### config.mk
export PLATFORM = sky130hd
export DESIGN_NAME = rdsi_ctrl
export DESIGN_NICKNAME = d
export VERILOG_FILES = /design/src/hw/rtl/assert_macros.svh /design/src/hw/rtl/rdsi_pkg.sv /design/src/hw/rtl/rdsi_ctrl.sv
export SDC_FILE = /design/constraint.sdc
export NUM_CORES = 1
export LEC_CHECK = 0
export BUFFER_PORTS_ARGS = -buffer_cell sky130_fd_sc_hd__buf_2
export CORE_AREA = 2 2 39 41
export CTS_CLUSTER_SIZE = 24
export DETAILED_ROUTE_END_ITERATION = 16
export DIE_AREA = 0 0 41 43
export SLEW_MARGIN = 10
export SYNTH_ARGS = -nofsm -noshare
export SYNTH_HDL_FRONTEND = slang
export SYNTH_SLANG_ARGS = --single-unit
### constraint.sdc
create_clock -name i_clk -period 0.8 [get_ports i_clk]
set_input_delay 0.08 -clock i_clk [delete_from_list [all_inputs] [get_ports i_clk]]
set_output_delay 0.08 -clock i_clk [all_outputs]
set_load 0.1 [all_outputs]
### src/hw/rtl/assert_macros.svh
// ----------------------------------------------------------------------------
// Assertion macros
// Shared concurrent assertion forms, clocked and disabled during reset.
// ----------------------------------------------------------------------------
`ifndef ASSERT_MACROS_SVH
`define ASSERT_MACROS_SVH

// Plain property, checked every clock outside reset
`define ASSERT_ALWAYS(label, clk, rst_n, prop, msg) \
    label: assert property (@(posedge clk) disable iff (!(rst_n)) (prop)) \
        else $error(msg);

// Next-cycle implication, checked outside reset
`define ASSERT_NEXT(label, clk, rst_n, ante, cons, msg) \
    label: assert property (@(posedge clk) disable iff (!(rst_n)) \
        (ante) |=> (cons)) else $error(msg);

`endif

### src/hw/rtl/rdsi_pkg.sv
// ----------------------------------------------------------------------------
// rdsi_pkg
// Types and constants shared by the sorted-insert deque modules.
// ----------------------------------------------------------------------------
`default_nettype none

package rdsi_pkg;

    localparam int CAPACITY = 32;
    localparam int IDX_W    = (CAPACITY > 1) ? $clog2(CAPACITY) : 1;
    localparam int CNT_W    = $clog2(CAPACITY + 1);
    localparam int VALUE_W  = 64;
    localparam int OPCODE_W = 4;
    localparam int STATUS_W = 2;
    localparam int FILL_W   = 6;

    typedef enum logic [OPCODE_W-1:0] {
        OP_PUSH_BACK  = 4'd0,
        OP_PUSH_FRONT = 4'd1,
        OP_SORTED     = 4'd2,
        OP_POP_FRONT  = 4'd3,
        OP_POP_BACK   = 4'd4,
        OP_PEEK_FRONT = 4'd5,
        OP_PEEK_BACK  = 4'd6,
        OP_ROT_FWD    = 4'd7,
        OP_ROT_BACK   = 4'd8
    } t_opcode;

    typedef enum logic [STATUS_W-1:0] {
        ST_OK    = 2'd0,
        ST_EMPTY = 2'd1,
        ST_FULL  = 2'd2
    } t_status;

    // controller to datapath
    typedef struct packed {
        logic capture;  // latch command and compare against all cells
        logic commit;   // apply command, load result register
    } t_dp_cmd;

    // datapath to controller / checks
    typedef struct packed {
        logic [CNT_W-1:0] count;
    } t_dp_stat;

endpackage

`default_nettype wire

### src/hw/rtl/rdsi_ctrl.sv
// ----------------------------------------------------------------------------
// rdsi_ctrl
// Command sequencer: accept, execute, and response-register handshake.
// ----------------------------------------------------------------------------
`default_nettype none

module rdsi_ctrl (
    input  wire logic              i_clk,
    input  wire logic              i_rst_n,
    input  wire logic              i_in_valid,
    input  wire logic              i_out_ready,
    output logic                   o_in_ready,
    output logic                   o_out_valid,
    output rdsi_pkg::t_dp_cmd      o_cmd
);

    typedef enum logic [1:0] {
        S_IDLE = 2'b01,
        S_EXEC = 2'b10
    } t_state;

    t_state r_state, n_state;
    logic   r_out_valid, n_out_valid;
    logic   w_capture, w_commit;

    assign o_in_ready  = (r_state == S_IDLE);
    assign o_out_valid = r_out_valid;
    assign w_capture   = i_in_valid && o_in_ready;
    // hold execution while the previous response is still waiting
    assign w_commit    = (r_state == S_EXEC) && (!r_out_valid || i_out_ready);

    assign o_cmd.capture = w_capture;
    assign o_cmd.commit  = w_commit;

    always_comb begin
        n_state = r_state;
        unique case (r_state)
            S_IDLE: begin
                if (w_capture) n_state = S_EXEC;
            end
            S_EXEC: begin
                if (w_commit) n_state = S_IDLE;
            end
            default: n_state = S_IDLE;
        endcase
    end

    always_comb begin
        n_out_valid = r_out_valid;
        if (w_commit) begin
            n_out_valid = 1'b1;
        end else if (i_out_ready) begin
            n_out_valid = 1'b0;
        end
    end

    always_ff @(posedge i_clk) begin
        if (!i_rst_n) begin
            r_state     <= S_IDLE;
            r_out_valid <= 1'b0;
        end else begin
            r_state     <= n_state;
            r_out_valid <= n_out_valid;
        end
    end

endmodule

`default_nettype wire

* After elaboration in Yosys (flattened, before gate mapping)
Cells that the tools add are included.
** Storage, ports and cells
- Register bits after elaboration :: 3
- Input port bits :: 4
- Output and inout port bits :: 4
- Word-level logic and storage cells :: 17
** Operators by class
- Eq/ne operators :: 4
- Mux-type cells :: 5
- Reduce and logical (&&, ||, !) cells :: 6
** Operators by type and width (number)
- 2-bit two-way mux :: 2
- 2-bit case mux with 2 select lines :: 1
- 2-bit by 1-bit equality test with 1-bit output (second input constant) :: 1
- 2-bit equality test (second input constant) :: 1
- 1-bit logical AND :: 2
- 1-bit two-way mux :: 2
- 2-bit by 1-bit != test with 1-bit output (second input constant) :: 1
- 2-bit != test (second input constant) :: 1
- 2-bit AND reduction :: 1
- 2-bit nonzero test :: 1
- 1-bit logical NOT :: 1
- 1-bit logical OR :: 1

* Longest topological paths before layout
- Word-level depth :: 5
- Gate-level depth with buffers :: 3
- Mapped depth without buffers :: 2

* Least setup slack after synthesis
OpenSTA, ideal clock, no wires.
- Path type :: reg2out
- From :: reg r_state[0]
- To :: out o_in_ready
- Data arrival time :: 1679 ps
- Data required time :: 720 ps
- Setup slack :: -959 ps
- Stages on the path, launching flop included :: 2
- Buffers on the path :: 0
- Cells stage by stage :: dfxtp_1 -> nor2b_1
** On the way
- Longest elaborated chain between the ends :: 1
** RTL lines
- from (decl) :: line rdsi_ctrl.sv:22 : t_state r_state, n_state;
- from (signal assigned) :: line rdsi_ctrl.sv:62 : r_state <= n_state;
- 2-bit by 1-bit equality test with 1-bit output :: line rdsi_ctrl.sv:26 : assign o_in_ready = (r_state == S_IDLE);
- to (decl) :: line rdsi_ctrl.sv:12 : output logic o_in_ready,
No other way between the ends.

==> results.sh <==
export IMPL_drcViolationCount=0
export IMPL_holdPathStages=2
export IMPL_clkLatencyLatePin_ns=0.23
export IMPL_grt_max_degree=5
export IMPL_antenna_cells=0
export IMPL_yosysMostFrequentCell="dfxtp_1"
export IMPL_min_period_ns=1.11
export IMPL_cp_slowest_cell="dfxtp_2"
export IMPL_routabilityCongestion=0.664
export IMPL_fp_dieW_um=41
export IMPL_crit_buf_inv=1
export IMPL_synth_area_leader_cell="dfxtp_1"
export IMPL_cts_max_level=1
export IMPL_grt_pass1_wl_um=600
export IMPL_hold_violations=0
export IMPL_synth_top_cell_area_share=0.425
export IMPL_crit_family="flip-flops"
export IMPL_rsz0062_at_grt="true"
export IMPL_cts_inserted_buffers=3
export IMPL_power_leakage_nw=0.158
export IMPL_cts_tree="done"
export IMPL_hp_class="in2reg"
export IMPL_multiInputGateArea_um2=93.8
export IMPL_post_drt_wl_per_cell_um=7.74
export IMPL_relSlewSlack=0.916
export IMPL_yosysWarnings=0
export IMPL_firstDrtPassIters=1
export IMPL_antenna_found_initial=0
export IMPL_cts_sinks=3
export IMPL_core_region_area_um2=1380
export IMPL_drv_cap=0
export IMPL_start_util=0.102
export IMPL_dieArea_um2=1760
export IMPL_required_ns=0.72
export IMPL_path_clk_slew_ns=0.04
export IMPL_start_kind="register"
export IMPL_critical_path_arrival_ns=1.03
export IMPL_synth_area_top_cells="dfxtp_1 (42%), buf_4 (11%), and4bb_1 (8.8%), nand2b_1 (8.8%), nor2b_1 (8.8%)"
export IMPL_critical_path_max_stage_delay_ns=0.34
export IMPL_synth_nets=18
export IMPL_power_ir_vdd_worst_mv=0.594
export IMPL_whs_ns=0.0453
export IMPL_syn_avg_cell_area_um2=10.1
export IMPL_finalNetCount=32
export IMPL_status="finished, violations left"
export IMPL_path_cells="and3b_2, buf_12"
export IMPL_powerDensity_nw_per_um2=1820
export IMPL_place_ws_ns=-0.108
export IMPL_via_per_inst=3.21
export IMPL_io_pins=8
export IMPL_fin_total_pwr_mw=0.611
export IMPL_timing_final_crit_share=1.39
export IMPL_drt_wl_total_um=333
export IMPL_violations="setup timing"
export IMPL_fillers=157
export IMPL_synth_ff_latch_count=3
export IMPL_antenna_left=0
export IMPL_fin_cells=43
export IMPL_overflow=0
export IMPL_synth_edf_count=0
export IMPL_die_y_um=43
export IMPL_setup_viol=6
export IMPL_syn_to_final_growth_pct=137
export IMPL_worstSetupPathType="reg2out"
export IMPL_dp_cells=38
export IMPL_clk_path_buf_depth=2
export IMPL_grt_pass1_vias=173
export IMPL_finalMaxSlewViolations=0
export IMPL_endpoint_kind="output pin"
export IMPL_track_usage=0.0542
export IMPL_drtIter0Drc=0
export IMPL_syn_area_um2=141
export IMPL_rows=14
export IMPL_ctsHoldBuffers=0
export IMPL_fmax_ghz=0.900
export IMPL_synth_distinct_cells=9
export IMPL_port_buffers=7
export IMPL_yosysSeqAreaShare=0.425
export IMPL_worstPathMaxFanout=4
export IMPL_tightest_slew_ns=0.127
export IMPL_syn_inst=14
export IMPL_setup_ws_ns=-0.311
export IMPL_vias=138
export IMPL_crit_cells=2
export IMPL_r2r_cells=3
export IMPL_synth_commonest_cells="dfxtp_1 (3), buf_4 (2), nand2b_1 (2), nor2b_1 (2)"
export IMPL_seq_area_um2=66.3
export IMPL_ys_flop_type="dfxtp_1"
export IMPL_drive_above_1_share=0.815
export IMPL_clock_tree_root_cell="clkbuf_4"
export IMPL_fin_tns_setup_ns=-1.28
export IMPL_async_flop_share=0
export IMPL_fin_skew_ns=0.000296
through the flow:
step                      cell area [µm²]  utilization
after floorplan                       188            -
after detailed placement              285        0.206
final                                 335        0.242
after global placement                285        0.206
after CTS                             330        0.239
after global routing                  335        0.242
report_power, final:
part | switching (mW) | internal (mW) | total [mW] | leakage (nW)
Clock | 0.0732 | 0.187 | 0.260 | 0.0150
Combinational | 0.108 | 0.0780 | 0.186 | 0.118
Sequential | 0.00901 | 0.157 | 0.166 | 0.0255
Total | 0.190 | 0.421 | 0.611 | 0.158
layout make-up:
cell class | count | area share
tap | 16 | 0.0597
sequential | 3 | 0.198
clock buffer | 4 | 0.0784
multi-input combinational | 9 | 0.280
timing repair buffer | 11 | 0.384
worst reg2reg max path, stage by stage (launching register included):
cell and delay, ns:
dfxtp_2 0.38, and3b_2 0.25, buf_4 0.14, o21a_1 0.17
kinds of logic (layout without fill, tap and decap cells):
group                  Yosys count  in the layout  synth area share
AND/OR/NAND/NOR                  6              6             0.327
flip-flops                       3              3             0.425
AO/OA/AOI/OAI                    3              3             0.142
buffers and inverters            2             15             0.106
routing by layer:
layer	global-route usage	part of all wire	routed length, µm
met3	0.0157	0.084	28
met5	0	0	0
met2	0.0625	0.43	143
met1	0.0705	0.49	162
met4	0.0600	0	0
path summary, 6_finish.rpt:
kind                    from           to  slack (ns)
hold reg to reg   r_state[1]  o_out_valid        0.61
setup / recovery  r_state[1]     o_cmd[1]       -0.31
hold / removal       i_rst_n   r_state[0]        0.05
setup reg to reg  r_state[1]   r_state[1]       -0.25
cell usage in the layout, fill, tap and decap left out, drive strengths merged:
cell type   n
a21boi      1
and3b       1
and4bb      1
buf        11
clkbuf      4
dfxtp       3
nand2b      2
nor2b       2
o21a        1
o21ai       1
repair_timing:
item | CTS | global route
setup endpoints to repair | 7 | 7
setup buffers | 1 | 0
resized for setup | 2 | 2
pin swaps | 0 | 0
state kept, by name (all words and copies together), names as in the netlist:
name / flops
r_state: 2
o_out_valid: 1
(Power assumes the default switching activity.)
